===== src/design/mwjd_pkg.sv =====
package mwjd_pkg;

  localparam int NUM_WORKERS  = 3;
  localparam int QUEUE_DEPTH  = 5;
  localparam int ID_BITS      = 16;
  localparam int DUR_BITS     = 8;
  localparam int CNT_BITS     = 16;
  localparam int TICK_BITS    = 32;
  localparam int OP_BITS      = 2;
  localparam int OUTCOME_BITS = 2;
  localparam int WIDX_BITS    = 2;
  localparam int MASK_BITS    = 3;
  localparam int QFIELD_BITS  = 3;

  localparam int QLEN_BITS = $clog2(QUEUE_DEPTH + 1);
  localparam int POP_BITS  = $clog2(NUM_WORKERS + 1);
  localparam int HIDX_BITS = (NUM_WORKERS > 1) ? $clog2(NUM_WORKERS) : 1;
  localparam int CMP_BITS  = QLEN_BITS + POP_BITS;

  localparam int S_DATA_BITS = 24;
  localparam int M_DATA_BITS = 88;

  localparam logic [CNT_BITS-1:0] CNT_MAX = {CNT_BITS{1'b1}};

  typedef enum logic [OP_BITS-1:0] {
    OP_ARRIVE = 2'd0,
    OP_TICK   = 2'd1,
    OP_CLOSE  = 2'd2,
    OP_IDLE   = 2'd3
  } op_t;

  typedef enum logic [OUTCOME_BITS-1:0] {
    OUT_STARTED = 2'd0,
    OUT_QUEUED  = 2'd1,
    OUT_DROPPED = 2'd2,
    OUT_NONE    = 2'd3
  } outcome_t;

  typedef struct packed {
    logic [ID_BITS-1:0]  job;
    logic [DUR_BITS-1:0] dur;
  } slot_t;

  typedef struct packed {
    logic arrive;
    logic tick;
    logic close;
  } cmd_t;

  // handed from one worker to the next: arrival already taken, heads popped so far
  typedef struct packed {
    logic                placed;
    logic [POP_BITS-1:0] pops;
  } chain_t;

  function automatic logic [CNT_BITS-1:0] sat_add(input logic [CNT_BITS-1:0] a,
                                                  input logic [CNT_BITS-1:0] b);
    logic [CNT_BITS:0] sum;
    sum = {1'b0, a} + {1'b0, b};
    return sum[CNT_BITS] ? CNT_MAX : sum[CNT_BITS-1:0];
  endfunction

endpackage


===== src/design/mwjd_worker.sv =====
module mwjd_worker (
  input  logic                                clk,
  input  logic                                rst,
  input  mwjd_pkg::cmd_t                      cmd,
  input  mwjd_pkg::slot_t                     arr,
  input  mwjd_pkg::slot_t                     head [mwjd_pkg::NUM_WORKERS],
  input  logic [mwjd_pkg::QLEN_BITS-1:0]      qlen,
  input  mwjd_pkg::chain_t                    chain_in,
  output mwjd_pkg::chain_t                    chain_out,
  output logic                                busy,
  output logic                                started,
  output logic                                done
);
  import mwjd_pkg::*;

  logic [DUR_BITS-1:0] remaining;
  logic [ID_BITS-1:0]  job;
  logic                last_tick;
  logic                take_head;
  slot_t               head_sel;

  assign last_tick = (remaining == DUR_BITS'(1));
  assign started   = cmd.arrive && !busy && !chain_in.placed;
  assign done      = cmd.tick && busy && last_tick;
  assign take_head = cmd.tick && (!busy || last_tick)
                     && (CMP_BITS'(chain_in.pops) < CMP_BITS'(qlen));
  assign head_sel  = head[chain_in.pops[HIDX_BITS-1:0]];

  assign chain_out.placed = chain_in.placed || (cmd.arrive && !busy);
  assign chain_out.pops   = chain_in.pops + POP_BITS'(take_head);

  always_ff @(posedge clk) begin
    if (rst) begin
      busy      <= 1'b0;
      remaining <= '0;
    end else if (cmd.close) begin
      busy      <= 1'b0;
      remaining <= '0;
    end else if (started) begin
      busy      <= 1'b1;
      remaining <= arr.dur;
    end else if (take_head) begin
      busy      <= 1'b1;
      remaining <= head_sel.dur;
    end else if (cmd.tick && busy) begin
      remaining <= remaining - DUR_BITS'(1);
      if (last_tick) begin
        busy <= 1'b0;
      end
    end
  end

  always_ff @(posedge clk) begin
    if (started) begin
      job <= arr.job;
    end else if (take_head) begin
      job <= head_sel.job;
    end
  end

endmodule


===== src/design/mwjd_slot.sv =====
module mwjd_slot (
  input  logic                           clk,
  input  logic                           load_arr,
  input  mwjd_pkg::slot_t                arr,
  input  logic [mwjd_pkg::POP_BITS-1:0]  pops,
  input  mwjd_pkg::slot_t                win [mwjd_pkg::NUM_WORKERS],
  output mwjd_pkg::slot_t                q
);
  import mwjd_pkg::*;

  logic [POP_BITS-1:0] sel;

  // shift in the entry that sits pops places further back
  assign sel = pops - POP_BITS'(1);

  always_ff @(posedge clk) begin
    if (load_arr) begin
      q <= arr;
    end else if (pops != '0) begin
      q <= win[sel[HIDX_BITS-1:0]];
    end
  end

endmodule


===== src/design/multi_worker_job_dispatcher.sv =====
// Job dispatcher with a row of worker timers and a compacting wait queue.
// Input channel s_*: one item per event. s_tuser carries the op (arrival,
// tick, close, idle); s_tdata carries job_id and duration for arrivals.
// Output channel m_*: one result per accepted item. m_tuser carries the
// outcome; m_tdata carries worker index, busy mask, queue length, the
// served, dropped and cancelled counters and the tick count.
// The result is registered and valid in the cycle after the item is accepted.
// Throughput: one item per cycle while results are taken; each event settles
// in a single pass along the worker chain and one shift of the slot chain.
// Reset clears all workers, empties the queue and zeroes every counter;
// m_tvalid is low after reset.
// When the receiver stalls, the result holds on m_* and s_tready stays low
// until it is taken; s_tready rises again in the cycle the result leaves.
// Counters saturate at their maximum; the tick count wraps.
module multi_worker_job_dispatcher (
  input  logic                                 clk,
  input  logic                                 rst,
  input  logic                                 s_tvalid,
  output logic                                 s_tready,
  input  logic [mwjd_pkg::S_DATA_BITS-1:0]     s_tdata,  // job_id, duration
  input  logic [mwjd_pkg::OP_BITS-1:0]         s_tuser,  // op
  output logic                                 m_tvalid,
  input  logic                                 m_tready,
  // worker_index, busy_mask, queue_length, served_count, dropped_count,
  // cancelled_count, elapsed_ticks
  output logic [mwjd_pkg::M_DATA_BITS-1:0]     m_tdata,
  output logic [mwjd_pkg::OUTCOME_BITS-1:0]    m_tuser   // outcome
);
  import mwjd_pkg::*;

  logic                    accept;
  op_t                     op;
  cmd_t                    cmd;
  slot_t                   arr;
  logic [DUR_BITS-1:0]     dur_in;

  chain_t                  chain [NUM_WORKERS+1];
  logic [NUM_WORKERS-1:0]  busy;
  logic [NUM_WORKERS-1:0]  started;
  logic [NUM_WORKERS-1:0]  done;
  slot_t                   head [NUM_WORKERS];

  slot_t                   slot_q [QUEUE_DEPTH];
  slot_t                   win [QUEUE_DEPTH][NUM_WORKERS];

  logic [QLEN_BITS-1:0]    qlen;
  logic [QLEN_BITS-1:0]    qlen_next;
  logic                    queue_full;
  logic                    to_queue;
  logic                    to_drop;

  logic [CNT_BITS-1:0]     served;
  logic [CNT_BITS-1:0]     dropped;
  logic [CNT_BITS-1:0]     cancelled;
  logic [TICK_BITS-1:0]    ticks;
  logic [POP_BITS-1:0]     n_done;
  logic [POP_BITS-1:0]     n_busy;

  outcome_t                outcome;
  outcome_t                outcome_next;
  logic [WIDX_BITS-1:0]    widx;
  logic [WIDX_BITS-1:0]    widx_next;

  assign s_tready = !m_tvalid || m_tready;
  assign accept   = s_tvalid && s_tready;
  assign op       = op_t'(s_tuser);

  assign cmd.arrive = accept && (op == OP_ARRIVE);
  assign cmd.tick   = accept && (op == OP_TICK);
  assign cmd.close  = accept && (op == OP_CLOSE);

  // zero duration runs as one tick
  assign dur_in  = s_tdata[ID_BITS +: DUR_BITS];
  assign arr.job = s_tdata[ID_BITS-1:0];
  assign arr.dur = (dur_in == '0) ? DUR_BITS'(1) : dur_in;

  assign chain[0] = '0;

  for (genvar i = 0; i < NUM_WORKERS; i++) begin : g_head
    if (i < QUEUE_DEPTH) begin : g_slot
      assign head[i] = slot_q[i];
    end else begin : g_none
      assign head[i] = '0;
    end
  end

  for (genvar w = 0; w < NUM_WORKERS; w++) begin : g_worker
    mwjd_worker u_worker (
      .clk      (clk),
      .rst      (rst),
      .cmd      (cmd),
      .arr      (arr),
      .head     (head),
      .qlen     (qlen),
      .chain_in (chain[w]),
      .chain_out(chain[w+1]),
      .busy     (busy[w]),
      .started  (started[w]),
      .done     (done[w])
    );
  end

  assign queue_full = (qlen == QLEN_BITS'(QUEUE_DEPTH));
  assign to_queue   = cmd.arrive && !chain[NUM_WORKERS].placed && !queue_full;
  assign to_drop    = cmd.arrive && !chain[NUM_WORKERS].placed && queue_full;

  for (genvar k = 0; k < QUEUE_DEPTH; k++) begin : g_queue
    for (genvar j = 0; j < NUM_WORKERS; j++) begin : g_win
      if (k + 1 + j < QUEUE_DEPTH) begin : g_slot
        assign win[k][j] = slot_q[k+1+j];
      end else begin : g_none
        assign win[k][j] = '0;
      end
    end

    mwjd_slot u_slot (
      .clk     (clk),
      .load_arr(to_queue && (qlen == QLEN_BITS'(k))),
      .arr     (arr),
      .pops    (chain[NUM_WORKERS].pops),
      .win     (win[k]),
      .q       (slot_q[k])
    );
  end

  always_comb begin
    n_done    = '0;
    n_busy    = '0;
    widx_next = '0;
    for (int w = 0; w < NUM_WORKERS; w++) begin
      n_done = n_done + POP_BITS'(done[w]);
      n_busy = n_busy + POP_BITS'(busy[w]);
      if (started[w]) begin
        widx_next = WIDX_BITS'(w);
      end
    end
  end

  always_comb begin
    qlen_next = qlen;
    if (cmd.close) begin
      qlen_next = '0;
    end else if (to_queue) begin
      qlen_next = qlen + QLEN_BITS'(1);
    end else if (cmd.tick) begin
      qlen_next = qlen - QLEN_BITS'(chain[NUM_WORKERS].pops);
    end
  end

  always_comb begin
    outcome_next = OUT_NONE;
    if (cmd.arrive) begin
      if (chain[NUM_WORKERS].placed) begin
        outcome_next = OUT_STARTED;
      end else if (queue_full) begin
        outcome_next = OUT_DROPPED;
      end else begin
        outcome_next = OUT_QUEUED;
      end
    end
  end

  always_ff @(posedge clk) begin
    if (rst) begin
      qlen      <= '0;
      served    <= '0;
      dropped   <= '0;
      cancelled <= '0;
      ticks     <= '0;
      m_tvalid  <= 1'b0;
      outcome   <= OUT_NONE;
      widx      <= '0;
    end else begin
      qlen <= qlen_next;
      if (cmd.tick) begin
        ticks  <= ticks + TICK_BITS'(1);
        served <= sat_add(served, CNT_BITS'(n_done));
      end
      if (to_drop) begin
        dropped <= sat_add(dropped, CNT_BITS'(1));
      end
      if (cmd.close) begin
        cancelled <= sat_add(cancelled, CNT_BITS'(n_busy) + CNT_BITS'(qlen));
      end
      if (accept) begin
        m_tvalid <= 1'b1;
        outcome  <= outcome_next;
        widx     <= widx_next;
      end else if (m_tready) begin
        m_tvalid <= 1'b0;
      end
    end
  end

  // result reads the state left by the item it answers
  assign m_tuser = outcome;
  assign m_tdata = {ticks, cancelled, dropped, served,
                    QFIELD_BITS'(qlen), MASK_BITS'(busy), widx};

endmodule

===== config.mk =====
export PLATFORM = sky130hd
export DESIGN_NAME = multi_worker_job_dispatcher
export DESIGN_NICKNAME = d
export VERILOG_FILES = /design/src/design/mwjd_pkg.sv /design/src/design/mwjd_worker.sv /design/src/design/mwjd_slot.sv /design/src/design/multi_worker_job_dispatcher.sv
export SDC_FILE = /design/constraint.sdc
export NUM_CORES = 1
export LEC_CHECK = 0
export BUFFER_PORTS_ARGS = -buffer_cell sky130_fd_sc_hd__buf_2
export CORE_MARGIN = 2
export CORE_UTILIZATION = 56
export DETAILED_ROUTE_END_ITERATION = 10
export PLACE_DENSITY = 0.84
export SLEW_MARGIN = 15
export SYNTH_ARGS = -nofsm -noshare
export SYNTH_HDL_FRONTEND = slang
export SYNTH_SLANG_ARGS = --single-unit
export TNS_END_PERCENT = 10

===== constraint.sdc =====
create_clock -name clk -period 10 [get_ports clk]
set_input_delay 0.5 -clock clk [delete_from_list [all_inputs] [get_ports clk]]
set_output_delay 0.5 -clock clk [all_outputs]
set_load 0.01 [all_outputs]

Word level (Yosys, flattened, before mapping)

Index checks and enable logic that the tools add are counted.

Register bits: 235
Bits of input ports: 30
Output and inout port bits: 92
Logic and storage cells: 189

$add $sub $neg: 17
$lt $le $gt $ge: 6
Eq/ne operators: 10
Multiplexer cells: 65
Bitwise logic cells: 3
Reduce and logical (&&, ||, !) cells: 64

Operators with widths:

| kind                                                     | count |
|---|---|
| two-way mux 24 bit                                       | 20 |
| binary-select mux 24 bit (select 2 bit)                  | 7 |
| two-way mux 8 bit                                        | 14 |
| two-way mux 16 bit                                       | 3 |
| adder 32 x 1 -> 32 bit, second input constant            | 1 |
| logical AND 1 bit                                        | 29 |
| equality test 8 x 1 -> 1 bit, second input constant      | 3 |
| subtractor 8 x 1 -> 8 bit, second input constant         | 3 |
| nonzero test 3 bit                                       | 6 |
| adder 16 x 1 -> 17 bit, second input constant            | 1 |
| adder 16 x 2 -> 17 bit                                   | 1 |
| adder 16 x 4 -> 17 bit                                   | 1 |
| nonzero test 2 bit                                       | 8 |
| two-way mux 1 bit                                        | 15 |
| greater-or-equal comparator 3 bit, second input constant | 3 |
| zero test 1 bit                                          | 8 |
| zero test 8 bit                                          | 1 |
| two-way mux 2 bit                                        | 4 |
| adder 1 x 1 -> 2 bit                                     | 3 |
| adder 2 x 1 -> 2 bit                                     | 3 |
| equality test 3 x 2 -> 1 bit, second input constant      | 2 |
| equality test 3 bit, second input constant               | 2 |
| logical OR 1 bit                                         | 6 |
| two-way mux 3 bit                                        | 2 |
| 16 further kinds                                         | 19 |

Logic depth before layout (Yosys ltp)

Word-level depth: 19
Mapped depth: 24
Gate-level depth less buffers: 20

Hierarchy

A second synthesis with hierarchy kept.

Cell total of the unflattened synthesis: 1477
Area total of the unflattened synthesis: 15902.8 um^2

By module, submodules not included:

| module                                 | times used | cells each | area an instance (um^2) | sequential area each (um^2) |
|---|---|---|---|---|
| mwjd_slot                              | 5          | 116        | 1690.4                  | 720.7 |
| multi_worker_job_dispatcher            | 1          | 532        | 4614.4                  | 1761.7 |
| mwjd_worker (g_worker[0].u_worker ...) | 2          | 121        | 942.2                   | 180.2 |
| mwjd_worker (g_worker[2].u_worker)     | 1          | 123        | 952.2                   | 180.2 |

Least setup slack after synthesis

No wires, ideal clock.

Path type: reg2reg
Start: register g_worker[0].u_worker.remaining[0]
End: register qlen[1]
Setup time: 86 ps
Arrival: 4982 ps
Path slack: 4933 ps
Stages on the path, launching flop included: 21
Buffers on the path: 6
Cells stage by stage: dfxtp_1 > ha_1 > or3b_2 > o21ai_4 > a211oi_2 > buf_6 > ha_1 > clkbuf_1 > nor3b_1 > nor2_1 > a211o_1 > buf_2 > fa_1 > clkbuf_1 > clkbuf_1 > buf_1 > nand2_1 > ha_1 > inv_1 > fa_1 > a211oi_1

Longest elaborated chain between the ends: 13

RTL lines:

| element                        | line                               | text |
|---|---|---|
| start, declared                | mwjd_worker.sv:16                  | `logic [DUR_BITS-1:0] remaining;` |
| start signal, assigned         | mwjd_worker.sv:41                  | `remaining <= arr.dur;` |
| start signal, assigned         | mwjd_worker.sv:44                  | `remaining <= head_sel.dur;` |
| start signal, assigned         | mwjd_worker.sv:46                  | `remaining <= remaining - DUR_BITS'(1);` |
| equality test 8 x 1 -> 1 bit * | mwjd_worker.sv:22                  | `assign last_tick = (remaining == DUR_BITS'(1));` |
| logical OR 1 bit *             | mwjd_worker.sv:25                  | `assign take_head = cmd.tick && (!busy \|\| last_tick)` |
| logical AND 1 bit *            | mwjd_worker.sv:25                  |  |
| logical AND 1 bit *            | mwjd_worker.sv:26                  | `&& (CMP_BITS'(chain_in.pops) < CMP_BITS'(qlen));` |
| < comparator 1 x 3 -> 1 bit    | mwjd_worker.sv:26                  |  |
| logical AND 1 bit              | mwjd_worker.sv:26                  |  |
| adder 1 x 1 -> 2 bit *         | mwjd_worker.sv:30                  | `assign chain_out.pops = chain_in.pops + POP_BITS'(take_head);` |
| < comparator 2 x 3 -> 1 bit    | mwjd_worker.sv:26                  |  |
| logical AND 1 bit              | mwjd_worker.sv:26                  |  |
| adder 2 x 1 -> 2 bit *         | mwjd_worker.sv:30                  |  |
| subtractor 3 x 2 -> 3 bit *    | multi_worker_job_dispatcher.sv:146 | `qlen_next = qlen - QLEN_BITS'(chain[NUM_WORKERS].pops);` |
| two-way mux 3 bit *            | multi_worker_job_dispatcher.sv:145 | `end else if (cmd.tick) begin` |
| two-way mux 3 bit *            | multi_worker_job_dispatcher.sv:143 | `end else if (to_queue) begin` |
| end signal, assigned           | multi_worker_job_dispatcher.sv:174 | `qlen <= qlen_next;` |
| end, declared                  | multi_worker_job_dispatcher.sv:46  | `logic [QLEN_BITS-1:0] qlen;` |

Every way passes the cells marked *; elsewhere a longest branch is shown, timed or not. The select of a mux whose other input is x is not followed.
A chain may end at the register's enable or synchronous reset.

Worst setup path after layout

Start: register qlen[0]
End: register qlen[2]

Longest elaborated chain between the ends: 11

RTL lines:

| element                     | line |
|---|---|
| < comparator 1 x 3 -> 1 bit | mwjd_worker.sv:26 |
| logical AND 1 bit           | mwjd_worker.sv:26 |
| < comparator 1 x 3 -> 1 bit | mwjd_worker.sv:26 |
| logical AND 1 bit           | mwjd_worker.sv:26 |
| adder 1 x 1 -> 2 bit        | mwjd_worker.sv:30 |
| < comparator 2 x 3 -> 1 bit | mwjd_worker.sv:26 |
| logical AND 1 bit           | mwjd_worker.sv:26 |
| adder 2 x 1 -> 2 bit        | mwjd_worker.sv:30 |
| subtractor 3 x 2 -> 3 bit   | multi_worker_job_dispatcher.sv:146 |
| two-way mux 3 bit           | multi_worker_job_dispatcher.sv:145 |
| two-way mux 3 bit           | multi_worker_job_dispatcher.sv:143 |

Several ways; a longest one is shown, not always the timed one. The select of a mux whose other input is x is not followed.

==> load_flow_metrics.sql <==
INSERT INTO impl_metrics (metric_group, metric, value, unit) VALUES
('clock_tree', 'clk_root_buffer_cell', 'sky130_fd_sc_hd__clkbuf_16', ''),
('critical_path', 'crit_path_max_fanout', '42', ''),
('synthesis', 'syn_avg_cell_area', '8.673', 'um^2'),
('finish', 'num_antenna_cells', '0', ''),
('place', 'dp_hpwl', '15160', 'um'),
('clock_tree', 'cts_max_level', '4', ''),
('synthesis', 'post_synth_most_frequent_cells', 'sky130_fd_sc_hd__dfxtp_1, sky130_fd_sc_hd__nand2_1, sky130_fd_sc_hd__nor2_1', ''),
('critical_path', 'critPathMaxStageDelay', '0.84', 'ns'),
('clock_tree', 'clk-insertion-delay-late', '0.44', 'ns'),
('critical_path', 'cp-end-kind', 'flop', ''),
('critical_path', 'worst-endpoint-required', '10.29', 'ns'),
('floorplan', 'starting_density_of_the_core', '56.69', '%'),
('timing', 'slew_headroom', '20.09', '%'),
('synthesis', 'synthesis.area', '8907', 'um^2'),
('job', 'max-cap-violations', '0', ''),
('floorplan', 'die_h', '130.1', 'um'),
('route', 'ant_nets', '0', ''),
('synthesis', 'yosysSeqAreaShare', '39.33', '%'),
('min_path', 'min-delay-path-class', 'input port to flop', ''),
('synthesis', 'yosysWarnings', '0', ''),
('finish', 'utilization', '64.01', '%'),
('status', 'outcome', 'finished clean', ''),
('critical_path', 'wp_data_arrival', '6.51', 'ns'),
('critical_path', 'startpoint_kind_of_the_worst_setup_timing_path', 'flop', ''),
('floorplan', 'chip_width', '130.1', 'um'),
('grt', 'grt_pass1_wl', '35480', 'um'),
('synthesis', 'yosys.cell_count.top_type', 'sky130_fd_sc_hd__dfxtp_1', ''),
('critical_path', 'worstSetupPathType', 'flop to flop', ''),
('grt', 'grt_antenna_before_repair', '0', ''),
('clock_tree', 'clockBufferDepth', '2', ''),
('timing', 'worst_margin_slew', '1.195', 'ns'),
('synthesis', 'synth.area.top_cells', 'sky130_fd_sc_hd__dfxtp_1, sky130_fd_sc_hd__edfxtp_1, sky130_fd_sc_hd__a21oi_1, sky130_fd_sc_hd__xnor2_1, sky130_fd_sc_hd__nand2_1', ''),
('finish', 'nNetsFinal', '1149', ''),
('grt', 'grt_usage', '26.51', '%'),
('timing', 'report.final.setup_viol', '0', ''),
('route', 'post-route-drc-count', '0', ''),
('critical_path', 'cell_repeated_most_along_the_worst_path', 'sky130_fd_sc_hd__ha_1', ''),
('synthesis', 'yosys_most_used_dff', 'sky130_fd_sc_hd__dfxtp_1', ''),
('timing', 'rsz0062_at_grt', 'no', ''),
('place', 'globalplace.congestion', '1.044', ''),
('floorplan', 'core_area', '15710', 'um^2'),
('clock_tree', 'cts_tree', 'built', ''),
('floorplan', 'top_level_ports', '122', ''),
('synthesis', 'synth_cell_types', '80', ''),
('synthesis', 'netlist.area_leader.share', '25.85', '%'),
('timing', 'drv_slew', '0', ''),
('synthesis', 'netlist.top_cell.by_area', 'sky130_fd_sc_hd__dfxtp_1', ''),
('clock_tree', 'cts_num_sinks', '155', ''),
('floorplan', 'die_area', '16930', 'um^2'),
('timing', 'fin_skew', '0.01434', 'ns'),
('timing', 'timing.fmax', '160.9', 'MHz'),
('place', 'port-buffer-count', '105', ''),
('route', 'routed-via-count', '7902', ''),
('clock_tree', 'cts_hold_repair.buffers', '0', ''),
('synthesis', 'ys_async_sr_fraction', '0', '%'),
('clock_tree', 'setup_buffers_after_cts', '0', ''),
('synthesis', 'synth-edff-count', '40', ''),
('timing', 'hold_viol_final', '0', ''),
('grt', 'grt_start_max_net_pins', '88', ''),
('grt', 'first_global_vias', '7145', ''),
('synthesis', 'synthCells', '1027', ''),
('route', 'via_per_inst', '5.977', ''),
('synthesis', 'synth-seq-cells', '155', ''),
('clock_tree', 'clk_pin_slew_worst_paths', '0.07', 'ns'),
('route', 'first_iter_violations', '678', ''),
('route', 'drt-wirelength-per-cell', '17.01', 'um'),
('grt', 'grt-ovfl-total', '0', ''),
('finish', 'register_area', '3503', 'um^2'),
('synthesis', 'syn_nets', '1083', ''),
('route', 'pre_repair_dr_iteration_count', '6', ''),
('power', 'power-per-cell-area', '138.7', 'nW/um^2');
## report_power, final
part / internal [mW] / switching [mW] / total, mW / leakage (nW)
combinational: 0.0292 / 0.0517 / 0.0809 / 2.24
clock: 0.368 / 0.291 / 0.659 / 0.300
sequential: 0.647 / 0.00815 / 0.655 / 1.30
total: 1.04 / 0.351 / 1.40 / 3.84
## metrics by stage
stage	cell area, um^2	cells	hold WS (ns)	setup slack, ns	power, mW
final	10060	1322	0.3773	3.784	1.395
after global routing	10060	1322	0.4241	3.331	1.435
after CTS	10060	1322	0.3696	3.854	1.400
after detailed placement	9458	1290	0.4450	3.810	0.7484
after global placement	9458	1290	0.4434	3.914	0.7466
after floorplan	8907	1027	0.4725	4.933	0.7276
## cell type report
cell class | count | share of cell area (%)
Sequential cell | 155 | 34.83
Inverter | 26 | 0.9704
Multi-Input combinational cell | 783 | 49.95
Tap cell | 216 | 2.687
Clock buffer | 18 | 4.479
Clock inverter | 14 | 1.480
Timing Repair Buffer | 110 | 5.598
## final timing paths
path	from	endpoint	slack, ns	cells after the start
max	qlen[0]$_SDFFE_PP0P_	qlen[2]$_SDFFE_PP0P_	3.78	16
min	s_tvalid	m_tvalid$_SDFFE_PP0P_	0.38	3
max reg2reg	qlen[0]$_SDFFE_PP0P_	qlen[2]$_SDFFE_PP0P_	3.78	16
min reg2reg	widx[1]$_SDFFE_PP0P_	widx[1]$_SDFFE_PP0P_	0.45	2
## layer usage
metal	share of wire, %	global-route usage (%)	vias to the layer above	wire (um)
li1	-	-	3824	-
met1	42	34.74	3654	9452
met2	46	42.29	360	10450
met3	8.0	5.207	64	1810
met4	3.5	12.59	0	779
met5	0	0	-	0
## flip-flops by register name (all words and copies together), names as in the netlist
signal                       count
cancelled                       16
dropped                         16
g_queue.u_slot.q                40
g_worker.u_worker.busy           3
g_worker.u_worker.remaining     24
m_tuser                          2
m_tvalid                         1
qlen                             3
served                          16
ticks                           32
widx                             2
## kinds of logic (layout without fill, tap and decap cells)
| kind of cell | count (synthesis) | in the layout | synth area share [%] |
|---|---|---|---|
| buffers and inverters | 89 | 168 | 4.425 |
| muxes | 51 | 51 | 6.068 |
| and+or+nand+nor | 410 | 410 | 23.92 |
| AOI/OAI and AO/OA | 227 | 227 | 15.23 |
| DFF | 155 | 155 | 39.33 |
| xor gates and xnor gates | 69 | 69 | 6.785 |
| adders and majority gates | 26 | 26 | 4.242 |
## layout by cell type, fill, tap and decap left out, types with 3 or more instances in the layout
master                      netlist  routed
sky130_fd_sc_hd__nor4_2           6       5
sky130_fd_sc_hd__o211ai_1         4       4
sky130_fd_sc_hd__nor4_1           9       9
sky130_fd_sc_hd__inv_6            0       5
sky130_fd_sc_hd__nor2b_1         14      14
sky130_fd_sc_hd__nor3_1          42      41
sky130_fd_sc_hd__o2bb2ai_1        3       3
sky130_fd_sc_hd__a21oi_1         82      82
sky130_fd_sc_hd__fa_1             7       7
sky130_fd_sc_hd__nand2b_1         8       8
sky130_fd_sc_hd__o221ai_1         4       4
sky130_fd_sc_hd__a31oi_1          8       8
sky130_fd_sc_hd__inv_1           24      24
sky130_fd_sc_hd__ha_1            19      19
sky130_fd_sc_hd__and3_1          14      14
sky130_fd_sc_hd__dfxtp_1        115     115
sky130_fd_sc_hd__buf_2            8     105
sky130_fd_sc_hd__and4_1           7       7
sky130_fd_sc_hd__a211oi_1        13      13
sky130_fd_sc_hd__nand4_1         17      17
sky130_fd_sc_hd__nand3_1         45      45
sky130_fd_sc_hd__edfxtp_1        40      40
sky130_fd_sc_hd__mux2i_1         30      30
sky130_fd_sc_hd__nor3b_1         15      15
sky130_fd_sc_hd__xnor2_1         44      44
sky130_fd_sc_hd__nor2_1          90      90
sky130_fd_sc_hd__a21o_1           4       4
sky130_fd_sc_hd__and2_1          18      18
sky130_fd_sc_hd__clkbuf_16        0      18
sky130_fd_sc_hd__o31ai_1          3       3
sky130_fd_sc_hd__o21bai_1         3       3
sky130_fd_sc_hd__mux2_2          20      20
sky130_fd_sc_hd__xor2_1          25      25
sky130_fd_sc_hd__a211o_1          3       3
sky130_fd_sc_hd__buf_4            3       5
sky130_fd_sc_hd__o21ai_0         69      69
sky130_fd_sc_hd__nand2_1         94      94
sky130_fd_sc_hd__o22ai_1         10      10
sky130_fd_sc_hd__or3_1           12      12
sky130_fd_sc_hd__inv_8            0       3
## critical path: cells and delay by family, from the launching register on
family | cells | cell delay (ns)
adders and majority gates | 5 | 2.49
AOI/OAI and AO/OA | 4 | 1.67
and+or+nand+nor | 5 | 0.77
DFF | 1 | 0.61
buffers and inverters | 1 | 0.37
xor gates and xnor gates | 1 | 0.14
No activity file was read; power rests on OpenSTA's default activity.
